$ cat config.mk
export PLATFORM = sky130hd
export DESIGN_NAME = text_display_frame_engine_core_flat
export DESIGN_NICKNAME = d
export VERILOG_FILES = /design/src/rtl/core/tdfe_pkg.sv /design/src/rtl/core/tdfe_if.sv /design/src/rtl/core/tdfe_ram.sv /design/src/rtl/core/text_display_frame_engine_core.sv /design/src/flat_wrapper.sv
export SDC_FILE = /design/constraint.sdc
export NUM_CORES = 2
export LEC_CHECK = 0
export BUFFER_PORTS_ARGS = -buffer_cell sky130_fd_sc_hd__buf_2
export CORE_MARGIN = 4
export CORE_UTILIZATION = 40
export CTS_CLUSTER_DIAMETER = 200
export DETAILED_ROUTE_END_ITERATION = 6
export PLACE_DENSITY = 0.57
export SLEW_MARGIN = 10
export SYNTH_ARGS = -nofsm -noshare
export SYNTH_HDL_FRONTEND = slang
export SYNTH_SLANG_ARGS = --single-unit
export TNS_END_PERCENT = 30
$ cat constraint.sdc
create_clock -name clk -period 22.5 [get_ports clk]
set_clock_uncertainty 0.15 [all_clocks]
set_input_delay 1.125 -clock clk [delete_from_list [all_inputs] [get_ports clk]]
set_output_delay 1.125 -clock clk [all_outputs]
set_load 0.03 [all_outputs]
$ cat src/rtl/core/tdfe_pkg.sv
`timescale 1ns / 1ps
package tdfe_pkg;

	localparam int ROWS_DEF = 4;
	localparam int ROW_LEN  = 68;
	localparam int BLK_LEN  = 17;
	localparam int CELL_CHARS = 8;
	localparam int HDR_LEN  = 8;
	localparam int MSG_LEN  = 77;

	localparam logic [7:0] SPACE_CHR = 8'h20;
	localparam logic [7:0] GL_FULL   = 8'h05;
	localparam logic [7:0] GL_HALF   = 8'h03;
	localparam logic [7:0] GL_HALF_L = 8'h04;
	localparam logic [7:0] GL_EMPTY  = 8'h06;
	localparam logic [7:0] ROW_CODE  = 8'h18;
	localparam logic [7:0] END_BYTE  = 8'hF7;

	typedef enum logic [2:0] {
		REQ_TEXT   = 3'd0,
		REQ_BAR_U  = 3'd1,
		REQ_BAR_B  = 3'd2,
		REQ_CLEAR  = 3'd3,
		REQ_LOCK   = 3'd4,
		REQ_UNLOCK = 3'd5,
		REQ_TICK   = 3'd6,
		REQ_NONE   = 3'd7
	} req_t;

	typedef enum logic [1:0] {
		RGN_ROW   = 2'd0,
		RGN_BLOCK = 2'd1,
		RGN_CELL  = 2'd2,
		RGN_NONE  = 2'd3
	} rgn_t;

	typedef enum logic [2:0] {
		S_CLR, S_IDLE, S_WRITE, S_SNAP, S_SNAPW, S_SREAD, S_EMIT
	} st_t;

	function automatic logic [6:0] cell_base(input logic [2:0] c);
		logic [6:0] b;
		b = 7'(c[2:1]) * 7'(BLK_LEN) + (c[0] ? 7'(CELL_CHARS + 1) : 7'd0);
		return b;
	endfunction

	function automatic logic [7:0] hdr_byte(input logic [2:0] p);
		logic [7:0] b;
		case (p)
			3'd0: b = 8'hF0;
			3'd1: b = 8'h47;
			3'd2: b = 8'h7F;
			3'd3: b = 8'h15;
			3'd4: b = ROW_CODE;
			3'd6: b = 8'h45;
			default: b = 8'h00;
		endcase
		return b;
	endfunction

	function automatic logic [7:0] bar_glyph(input logic [2:0] k, input logic [6:0] v,
			input logic bip);
		logic [7:0] vp;
		logic [4:0] n;
		logic [3:0] f;
		logic [3:0] kk;
		logic [7:0] g;
		vp = {1'b0, v} + 8'd1;
		n  = vp[7:3];
		kk = {1'b0, k};
		g  = GL_EMPTY;
		if (!bip) begin
			f = n[4:1];
			if (kk < f) g = GL_FULL;
			else if (kk == f && n[0]) g = GL_HALF;
		end else if (v > 7'd64) begin
			n = n - 5'd8;
			f = n[4:1];
			if (kk >= 4'd4 && kk < 4'd4 + f) g = GL_FULL;
			else if (kk == 4'd4 || (n[0] && kk == 4'd4 + f)) g = GL_HALF;
		end else begin
			n = 5'd8 - n;
			f = n[4:1];
			if (kk + f >= 4'd4 && kk < 4'd4) g = GL_FULL;
			else if (kk == 4'd4) g = GL_HALF;
			else if (n[0] && kk + f == 4'd3) g = GL_HALF_L;
		end
		return g;
	endfunction

endpackage

$ cat src/rtl/core/tdfe_if.sv
`timescale 1ns / 1ps
interface tdfe_req_if;
	logic       valid;
	logic       ready;
	logic [2:0] req_type;
	logic [1:0] row;
	logic [1:0] text_region;
	logic [2:0] region_index;
	logic [7:0] char_code;
	logic       char_valid;
	logic       first_char;
	logic       last_char;
	logic [6:0] bar_value;
	logic       out_idle;

	modport source (output valid, req_type, row, text_region, region_index, char_code,
		char_valid, first_char, last_char, bar_value, out_idle, input ready);
	modport sink (input valid, req_type, row, text_region, region_index, char_code,
		char_valid, first_char, last_char, bar_value, out_idle, output ready);
endinterface

interface tdfe_rsp_if;
	logic       valid;
	logic       ready;
	logic [7:0] out_byte;
	logic [1:0] frame_row;
	logic       frame_last;

	modport source (output valid, out_byte, frame_row, frame_last, input ready);
	modport sink (input valid, out_byte, frame_row, frame_last, output ready);
endinterface

$ cat src/rtl/core/tdfe_ram.sv
`timescale 1ns / 1ps
module tdfe_ram #(
	parameter int DEPTH = 68,
	parameter int WIDTH = 8,
	localparam int AW = $clog2(DEPTH)
) (
	input  logic             clk,
	input  logic             we,
	input  logic [AW-1:0]    waddr,
	input  logic [WIDTH-1:0] wdata,
	input  logic [AW-1:0]    raddr,
	output logic [WIDTH-1:0] rdata
);
	logic [WIDTH-1:0] mem [DEPTH];

	always_ff @(posedge clk) begin
		if (we) mem[waddr] <= wdata;
	end

	// registered read
	always_ff @(posedge clk) begin
		rdata <= mem[raddr];
	end
endmodule

$ cat src/rtl/core/text_display_frame_engine_core.sv
`timescale 1ns / 1ps
// Text display frame engine.
// Channels: req (sink) carries one request word per handshake: a text
// character, a bar level, a row clear, a lock/unlock or a tick. rsp (source)
// carries one framed message byte per handshake, with its row and an end flag.
// A message is F0 47 7F 15 18+row 00 45 00, the 68 snapshot bytes, then F7.
// Sequencing: a single text character is written in its accept cycle; a run
// end, bar, or clear walks the text store one entry per cycle, all on the
// store's single write port. A tick that starts a message copies the row to
// the snapshot memory; then each tick reads the snapshot (S_SREAD) and loads
// its byte into the output register (S_EMIT). One request is in flight at a
// time; req.ready is low while it is worked.
// Reset: after arst_n releases, a clearing pass writes spaces to all
// ROWS*68 store entries with req.ready low; all rows start dirty and
// unlocked.
// Stall: the result sits in an output register. A new request is accepted
// while it waits; a tick that needs the register holds until rsp.ready.
module text_display_frame_engine_core
	import tdfe_pkg::*;
#(
	parameter int ROWS = ROWS_DEF
) (
	input logic        clk,
	input logic        arst_n,
	tdfe_req_if.sink   req,
	tdfe_rsp_if.source rsp
);
	localparam int DEPTH = ROWS * ROW_LEN;
	localparam int AW    = $clog2(DEPTH);
	localparam int SAW   = $clog2(ROW_LEN);
	localparam int RIW   = (ROWS > 1) ? $clog2(ROWS) : 1;

	st_t state_q, state_d;

	logic [ROWS-1:0] dirty_q, lock_q;
	logic            sending_q;
	logic [6:0]      pos_q;
	logic [RIW-1:0]  srow_q;
	logic [6:0]      cur_q;
	logic [AW-1:0]   clr_q;
	logic [AW-1:0]   base_q;
	logic [6:0]      k_q, end_q;
	logic            gmode_q, bip_q;
	logic [6:0]      v_q;

	logic            snap_we_s1;
	logic [SAW-1:0]  snap_idx_s1;

	logic            ovalid_q;
	logic [7:0]      obyte_q;
	logic [1:0]      orow_q;
	logic            olast_q;

	logic            st_we;
	logic [AW-1:0]   st_waddr, st_raddr;
	logic [7:0]      st_wdata, st_rdata;
	logic [SAW-1:0]  sn_raddr;
	logic [7:0]      sn_rdata;

	tdfe_ram #(.DEPTH(DEPTH), .WIDTH(8)) u_store (
		.clk(clk), .we(st_we), .waddr(st_waddr), .wdata(st_wdata),
		.raddr(st_raddr), .rdata(st_rdata)
	);

	tdfe_ram #(.DEPTH(ROW_LEN), .WIDTH(8)) u_snap (
		.clk(clk), .we(snap_we_s1), .waddr(snap_idx_s1), .wdata(st_rdata),
		.raddr(sn_raddr), .rdata(sn_rdata)
	);

	// request decode
	req_t          rtype;
	logic          acc, row_ok;
	logic [ROWS-1:0] row_bit;
	logic [AW-1:0] row_base;
	logic [6:0]    rg_base, rg_len, pad_end, pad_start, c0, c1;
	logic          rg_ok, blank9, txt_wr;
	logic          pick_ok;
	logic [RIW-1:0] pick_row;
	logic          load_out, out_free;

	assign rtype    = req_t'(req.req_type);
	assign acc      = req.valid && req.ready;
	assign row_ok   = 32'(req.row) < ROWS;
	assign row_bit  = ROWS'(1) << req.row;
	assign row_base = AW'(32'(req.row) * ROW_LEN);
	assign out_free = !ovalid_q || rsp.ready;

	always_comb begin
		rg_ok   = 1'b1;
		rg_base = '0;
		rg_len  = 7'(ROW_LEN);
		blank9  = 1'b0;
		unique case (rgn_t'(req.text_region))
			RGN_ROW: begin
			end
			RGN_BLOCK: begin
				rg_base = 7'(req.region_index[1:0]) * 7'(BLK_LEN);
				rg_len  = 7'(BLK_LEN);
			end
			RGN_CELL: begin
				rg_base = cell_base(req.region_index);
				rg_len  = 7'(CELL_CHARS);
				blank9  = !req.region_index[0];
			end
			RGN_NONE: rg_ok = 1'b0;
			default: rg_ok = 1'b0;
		endcase
		pad_end = blank9 ? 7'(CELL_CHARS + 1) : rg_len;
		c0      = req.first_char ? 7'd0 : cur_q;
		txt_wr  = req.char_valid && (c0 < rg_len);
		c1      = c0 + (txt_wr ? 7'd1 : 7'd0);
		// a cursor past the cell end still blanks the even cell's ninth character
		pad_start = (blank9 && c1 > 7'(CELL_CHARS)) ? 7'(CELL_CHARS) : c1;
	end

	// lowest dirty, unlocked row
	always_comb begin
		pick_ok  = 1'b0;
		pick_row = '0;
		for (int r = ROWS - 1; r >= 0; r--) begin
			if (dirty_q[r] && !lock_q[r]) begin
				pick_ok  = 1'b1;
				pick_row = RIW'(r);
			end
		end
	end

	// state register
	always_ff @(posedge clk or negedge arst_n) begin
		if (!arst_n) state_q <= S_CLR;
		else state_q <= state_d;
	end

	// next state and store port control
	always_comb begin
		state_d   = state_q;
		req.ready = 1'b0;
		st_we     = 1'b0;
		st_waddr  = base_q + AW'(k_q);
		st_wdata  = SPACE_CHR;
		st_raddr  = base_q + AW'(k_q);
		load_out  = 1'b0;
		unique case (state_q)
			S_CLR: begin
				st_we    = 1'b1;
				st_waddr = clr_q;
				if (32'(clr_q) == DEPTH - 1) state_d = S_IDLE;
			end
			S_IDLE: begin
				req.ready = 1'b1;
				if (req.valid) begin
					case (rtype)
						REQ_TEXT: begin
							if (row_ok && rg_ok) begin
								st_we    = txt_wr;
								st_waddr = row_base + AW'(rg_base) + AW'(c0);
								st_wdata = req.char_code;
								if (req.last_char && pad_start < pad_end) state_d = S_WRITE;
							end
						end
						REQ_BAR_U, REQ_BAR_B, REQ_CLEAR: begin
							if (row_ok) state_d = S_WRITE;
						end
						REQ_TICK: begin
							if (sending_q) state_d = S_SREAD;
							else if (req.out_idle && pick_ok) state_d = S_SNAP;
						end
						default: begin
						end
					endcase
				end
			end
			S_WRITE: begin
				st_we = 1'b1;
				if (gmode_q && k_q < 7'(CELL_CHARS)) st_wdata = bar_glyph(k_q[2:0], v_q, bip_q);
				if (k_q + 7'd1 == end_q) state_d = S_IDLE;
			end
			S_SNAP: begin
				if (k_q == 7'(ROW_LEN - 1)) state_d = S_SNAPW;
			end
			S_SNAPW: state_d = S_SREAD;
			S_SREAD: state_d = S_EMIT;
			S_EMIT: begin
				if (out_free) begin
					load_out = 1'b1;
					state_d  = S_IDLE;
				end
			end
			default: state_d = S_IDLE;
		endcase
	end

	assign sn_raddr = SAW'(pos_q - 7'(HDR_LEN));

	// control registers
	always_ff @(posedge clk or negedge arst_n) begin
		if (!arst_n) begin
			dirty_q     <= '1;
			lock_q      <= '0;
			sending_q   <= 1'b0;
			pos_q       <= '0;
			srow_q      <= '0;
			cur_q       <= '0;
			clr_q       <= '0;
			k_q         <= '0;
			snap_we_s1  <= 1'b0;
			ovalid_q    <= 1'b0;
		end else begin
			snap_we_s1 <= (state_q == S_SNAP);
			if (state_q == S_CLR) clr_q <= clr_q + AW'(1);
			if (state_q == S_WRITE || state_q == S_SNAP) k_q <= k_q + 7'd1;
			if (acc) begin
				case (rtype)
					REQ_TEXT: begin
						if (row_ok && rg_ok) begin
							cur_q <= req.last_char ? 7'd0 : c1;
							k_q   <= pad_start;
							if (req.last_char) dirty_q <= dirty_q | row_bit;
						end
					end
					REQ_BAR_U, REQ_BAR_B, REQ_CLEAR: begin
						k_q <= '0;
						if (row_ok) dirty_q <= dirty_q | row_bit;
					end
					REQ_LOCK: if (row_ok) lock_q <= lock_q | row_bit;
					REQ_UNLOCK: if (row_ok) lock_q <= lock_q & ~row_bit;
					REQ_TICK: begin
						if (!sending_q && req.out_idle && pick_ok) begin
							dirty_q   <= dirty_q & ~(ROWS'(1) << pick_row);
							sending_q <= 1'b1;
							pos_q     <= '0;
							srow_q    <= pick_row;
							k_q       <= '0;
						end
					end
					default: begin
					end
				endcase
			end
			if (load_out) begin
				ovalid_q <= 1'b1;
				if (pos_q == 7'(MSG_LEN - 1)) begin
					sending_q <= 1'b0;
					pos_q     <= '0;
				end else begin
					pos_q <= pos_q + 7'd1;
				end
			end else if (rsp.ready) begin
				ovalid_q <= 1'b0;
			end
		end
	end

	// payload registers: region setup, snapshot pipe, output word
	always_ff @(posedge clk) begin
		snap_idx_s1 <= SAW'(k_q);
		if (acc) begin
			v_q   <= req.bar_value;
			bip_q <= (rtype == REQ_BAR_B);
			case (rtype)
				REQ_TEXT: begin
					base_q  <= row_base + AW'(rg_base);
					end_q   <= pad_end;
					gmode_q <= 1'b0;
				end
				REQ_BAR_U, REQ_BAR_B: begin
					base_q  <= row_base + AW'(cell_base(req.region_index));
					end_q   <= req.region_index[0] ? 7'(CELL_CHARS) : 7'(CELL_CHARS + 1);
					gmode_q <= 1'b1;
				end
				REQ_CLEAR: begin
					base_q  <= row_base;
					end_q   <= 7'(ROW_LEN);
					gmode_q <= 1'b0;
				end
				REQ_TICK: base_q <= AW'(32'(pick_row) * ROW_LEN);
				default: begin
				end
			endcase
		end
		if (load_out) begin
			orow_q  <= 2'(srow_q);
			olast_q <= (pos_q == 7'(MSG_LEN - 1));
			if (pos_q == 7'd4) obyte_q <= ROW_CODE + 8'(srow_q);
			else if (pos_q < 7'(HDR_LEN)) obyte_q <= hdr_byte(pos_q[2:0]);
			else if (pos_q < 7'(HDR_LEN + ROW_LEN)) obyte_q <= sn_rdata;
			else obyte_q <= END_BYTE;
		end
	end

	assign rsp.valid      = ovalid_q;
	assign rsp.out_byte   = obyte_q;
	assign rsp.frame_row  = orow_q;
	assign rsp.frame_last = olast_q;

	a_clr_blocks: assert property (@(posedge clk) disable iff (!arst_n)
		state_q == S_CLR |-> !req.ready) else $error("request taken during clear pass");
	a_snap_sending: assert property (@(posedge clk) disable iff (!arst_n)
		state_q == S_SNAP |-> sending_q) else $error("snapshot copy without message");
	a_load_sending: assert property (@(posedge clk) disable iff (!arst_n)
		load_out |-> sending_q) else $error("byte emitted with no message");
	a_last_ends: assert property (@(posedge clk) disable iff (!arst_n)
		(load_out && pos_q == 7'(MSG_LEN - 1)) |=> !sending_q)
		else $error("message did not end on closing byte");
endmodule
$ cat src/flat_wrapper.sv
// flat-port wrapper written by rule: the top's interface ports become plain ports
module text_display_frame_engine_core_flat import tdfe_pkg::*;
#(
	parameter int ROWS = ROWS_DEF
)
  (clk, arst_n, req_valid, req_req_type, req_row, req_text_region, req_region_index, req_char_code, req_char_valid, req_first_char, req_last_char, req_bar_value, req_out_idle, req_ready, rsp_valid, rsp_out_byte, rsp_frame_row, rsp_frame_last, rsp_ready);
  tdfe_req_if req_i ();
  tdfe_rsp_if rsp_i ();
  input logic clk;
  input logic arst_n;
  input wire logic [$bits(req_i.valid)-1:0] req_valid;
  input wire logic [$bits(req_i.req_type)-1:0] req_req_type;
  input wire logic [$bits(req_i.row)-1:0] req_row;
  input wire logic [$bits(req_i.text_region)-1:0] req_text_region;
  input wire logic [$bits(req_i.region_index)-1:0] req_region_index;
  input wire logic [$bits(req_i.char_code)-1:0] req_char_code;
  input wire logic [$bits(req_i.char_valid)-1:0] req_char_valid;
  input wire logic [$bits(req_i.first_char)-1:0] req_first_char;
  input wire logic [$bits(req_i.last_char)-1:0] req_last_char;
  input wire logic [$bits(req_i.bar_value)-1:0] req_bar_value;
  input wire logic [$bits(req_i.out_idle)-1:0] req_out_idle;
  output wire logic [$bits(req_i.ready)-1:0] req_ready;
  output wire logic [$bits(rsp_i.valid)-1:0] rsp_valid;
  output wire logic [$bits(rsp_i.out_byte)-1:0] rsp_out_byte;
  output wire logic [$bits(rsp_i.frame_row)-1:0] rsp_frame_row;
  output wire logic [$bits(rsp_i.frame_last)-1:0] rsp_frame_last;
  input wire logic [$bits(rsp_i.ready)-1:0] rsp_ready;
  assign req_i.valid = req_valid;
  assign req_i.req_type = req_req_type;
  assign req_i.row = req_row;
  assign req_i.text_region = req_text_region;
  assign req_i.region_index = req_region_index;
  assign req_i.char_code = req_char_code;
  assign req_i.char_valid = req_char_valid;
  assign req_i.first_char = req_first_char;
  assign req_i.last_char = req_last_char;
  assign req_i.bar_value = req_bar_value;
  assign req_i.out_idle = req_out_idle;
  assign req_ready = req_i.ready;
  assign rsp_valid = rsp_i.valid;
  assign rsp_out_byte = rsp_i.out_byte;
  assign rsp_frame_row = rsp_i.frame_row;
  assign rsp_frame_last = rsp_i.frame_last;
  assign rsp_i.ready = rsp_ready;
  text_display_frame_engine_core #(.ROWS(ROWS)) u_core (.clk(clk), .arst_n(arst_n), .req(req_i), .rsp(rsp_i));
endmodule
==> impl_metrics.env <==
export IMPL_p_per_area_mw_per_mm2=82.1
export IMPL_initial_core_util_pct=40.2
export IMPL_timing_final_ws_setup_ns=15.37
export IMPL_synth_area_top_cells="edfxtp_1 (73%), mux4_2 (13%), mux2i_1 (1.3%), nand2_1 (1.3%), nor2_1 (1.1%)"
export IMPL_postRouteAntennaNets=0
export IMPL_worstSetupEndpointType="flop"
export IMPL_port_buffers=45
export IMPL_die_area_mm2=0.292
export IMPL_cts_hold_buf=0
export IMPL_ys_top_cells_by_count="edfxtp_1 (2753), mux4_2 (663), nand2_1 (382)"
export IMPL_syn_cell_area_mm2=0.113
export IMPL_reg2reg_slack_ns=15.65
export IMPL_io_pins=46
export IMPL_status="finished clean"
export IMPL_synth_edf_count=2753
export IMPL_post_cts_setup_buffers=0
export IMPL_fin_tns_setup_ns=0
export IMPL_r2r_cells=12
export IMPL_min_period_ns=7.13
export IMPL_routed_wirelength_mm=307
export IMPL_avgSynthCellArea_um2=19.0
export IMPL_setup_worst_path_start_class="input pin"
export IMPL_synth_mux_area_share_pct=14.6
export IMPL_synth_top_area_share_pct=73.0
export IMPL_drt_iter0_markers=7648
export IMPL_core_area_mm2=0.282
export IMPL_peakVddDrop_mv=0.0568
export IMPL_num_rows=195
export IMPL_fin_crit_sh_pct=31.7
export IMPL_drc_errors=0
export IMPL_grt_total_usage_pct=20.6
export IMPL_synth_fa_ha_area_share_pct=0.614
export IMPL_grt_pass1_wl_mm=441
export IMPL_hold_path_class="input pin to asynchronous set/reset pin"
export IMPL_via_per_inst=5.92
export IMPL_tightestPinTransition_ns=1.37
export IMPL_syn2layout_area_growth_pct=13.1
export IMPL_synth_warnings=0
export IMPL_drt_pass1_iter_count=7
export IMPL_wl_per_cell_um=30.4
export IMPL_worstSetupPathType="input pin to flop"
export IMPL_fillers=23800
export IMPL_drive_gt1_share_pct=22.6
export IMPL_fmax_mhz=140
export IMPL_grt_pass1_vias=59700
export IMPL_dp_slack_ns=14.58
export IMPL_post_synth_top_count_cell="edfxtp_1"
export IMPL_ctsResizeCount=0
export IMPL_setup_violations=0
export IMPL_grt_overflow_total=0
export IMPL_synthSimpleGateAreaFrac_pct=5.10
export IMPL_place_gp_congestion=0.874
export IMPL_syn_nets=6046
export IMPL_h_tree_depth=5
export IMPL_drv_slew=0
export IMPL_synth_ff_type="edfxtp_1"
export IMPL_synth_top_cell_by_area="edfxtp_1"
export IMPL_async_flop_share_pct=1.63
export IMPL_synth_cell_types=91
export IMPL_clk_latency_ns=0.90
export IMPL_syn_inst=5962
export IMPL_synth_xor_area_share_pct=0.408
export IMPL_clock_sinks=2822
export IMPL_hold_violations=0
export IMPL_ys_ff_latch=2822
export IMPL_fp_dieW_um=540
export IMPL_die_height_um=540
export IMPL_seq_area_frac_synth_pct=74.4
export IMPL_antenna_found_initial=8
export IMPL_cp_required_ns=22.87
export IMPL_synth_top_family_by_area="multiplexers"
export IMPL_nets=6207
export IMPL_clk_pin_slew_worst_paths_ns=0.06
export IMPL_synth_compound_area_share_pct=3.33
export IMPL_leakage_nw=35.7
export IMPL_grt_max_degree=206
export IMPL_dr_total_vias=59800
export IMPL_clockBufferDepth=4
export IMPL_dp_hpwl_mm=185
export IMPL_totalPowerFinal_mw=10.5
export IMPL_root_buffer="clkbuf_16"
export IMPL_max_cap_violations=0
export IMPL_cp_max_fo=53
export IMPL_rsz0062_at_grt="no"
export IMPL_timing_rr_start="u_core.k_q[0]$_DFF_PN0_"
export IMPL_critical_path_arrival_ns=7.50
export IMPL_relSlewSlack_pct=8.58
export IMPL_cts_buffers=299
export IMPL_r2r_end="u_core.u_store.mem[81][5]$_DFFE_PP_"
export IMPL_cts_tree="done"
logic make-up after synthesis:
kind of cell | after synthesis
and+or+nand+nor | 1246
muxes | 827
buffers and inverters | 411
adders and majority gates | 53
AOI/OAI and AO/OA | 552
DFF | 2822
xor gates and xnor gates | 51
stage by stage:
stage	util, %	instances	area, µm²	hold WS [ns]
2_1_floorplan	-	5962	113000	0.222
3_3_place_gp	42.1	9564	119000	0.305
3_5_place_dp	42.1	9565	119000	0.321
4_1_cts	45.4	10100	128000	0.176
5_1_grt	45.4	10100	128000	0.224
6_report	45.4	10100	128000	0.177
metal layers:
| metal | GRT usage [%] | wire length, µm |
|---|---|---|
| met1 | 29.7 | 130000 |
| met2 | 31.9 | 142000 |
| met3 | 4.44 | 26800 |
| met4 | 5.77 | 8490 |
| met5 | 0 | 7 |
worst max-delay path by stage:
stage | end | slack (ns) | cells after the start | startpoint
after detailed placement | u_core.u_store.mem[264][3]$_DFFE_PP_ | 14.58 | 22 | req_text_region[0]
after global routing | u_core.u_store.mem[3][6]$_DFFE_PP_ | 15.04 | 21 | req_text_region[0]
final | u_core.u_store.mem[264][3]$_DFFE_PP_ | 15.37 | 21 | req_text_region[0]
after CTS | u_core.u_store.mem[3][0]$_DFFE_PP_ | 15.58 | 21 | req_text_region[0]
after global placement | u_core.u_store.mem[55][4]$_DFFE_PP_ | 14.27 | 22 | req_text_region[0]
after floorplan | u_core.u_store.mem[0][1]$_DFFE_PP_ | 6.70 | 10 | u_core.v_q[0]$_DFFE_PP_
flip-flops by register name, summed over array words and instances (netlist names), 8 cells and up, named ones only:
name and flops:
u_core.clr_q 9, u_core.u_store.mem 2176, u_core.rsp.out_byte 8, u_core.base_q 9, u_core.u_snap.mem 544, u_core.u_snap.rdata 8
u_core.u_store.rdata 8
final cells by class:
type	count	area, µm²	share of cell area [%]
tap	3743	4680	3.65
antenna	1	2.50	0.00195
timing repair buffer	222	1710	1.33
inverter	49	184	0.144
clock inverter	171	1590	1.24
multi-input combinational	2729	27800	21.7
clock buffer	366	7860	6.13
sequential	2822	84300	65.8
cell usage in the layout, fill, tap and decap left out, types with 48 or more instances in the layout:
cell / n
nand3_1: 135
a21oi_1: 114
and3_1: 48
clkbuf_1: 59
buf_4: 164
nand2_1: 381
nor2_1: 321
mux2i_1: 149
o221ai_1: 65
o21ai_0: 79
nor3_1: 136
o22ai_1: 54
clkinv_1: 56
clkbuf_16: 303
edfxtp_1: 2753
clkinv_2: 54
mux4_2: 663
critical path, stage by stage:
cell and delay, ns:
buf_2 0.14, inv_1 0.06, ha_1 0.49, inv_1 0.16, and3_1 0.20, ha_1 0.21, a21oi_1 0.41, nor3_1 0.11
a21oi_1 0.16, o21ai_0 0.10, a22oi_1 0.28, nor2_1 0.10, ha_1 0.36, nand2_1 0.09, a21oi_1 0.04, a211oi_1 0.29
xnor2_1 0.16, a21oi_4 0.29, buf_4 0.73, nand3_1 0.85, nor3_1 1.12
power by group:
group / switching (mW) / internal, mW
Clock: 2.05 / 2.75
Combinational: 0.0232 / 0.0107
Sequential: 0.00000000000000000404 / 5.68
Note: power is estimated with default switching activity, not from simulation.
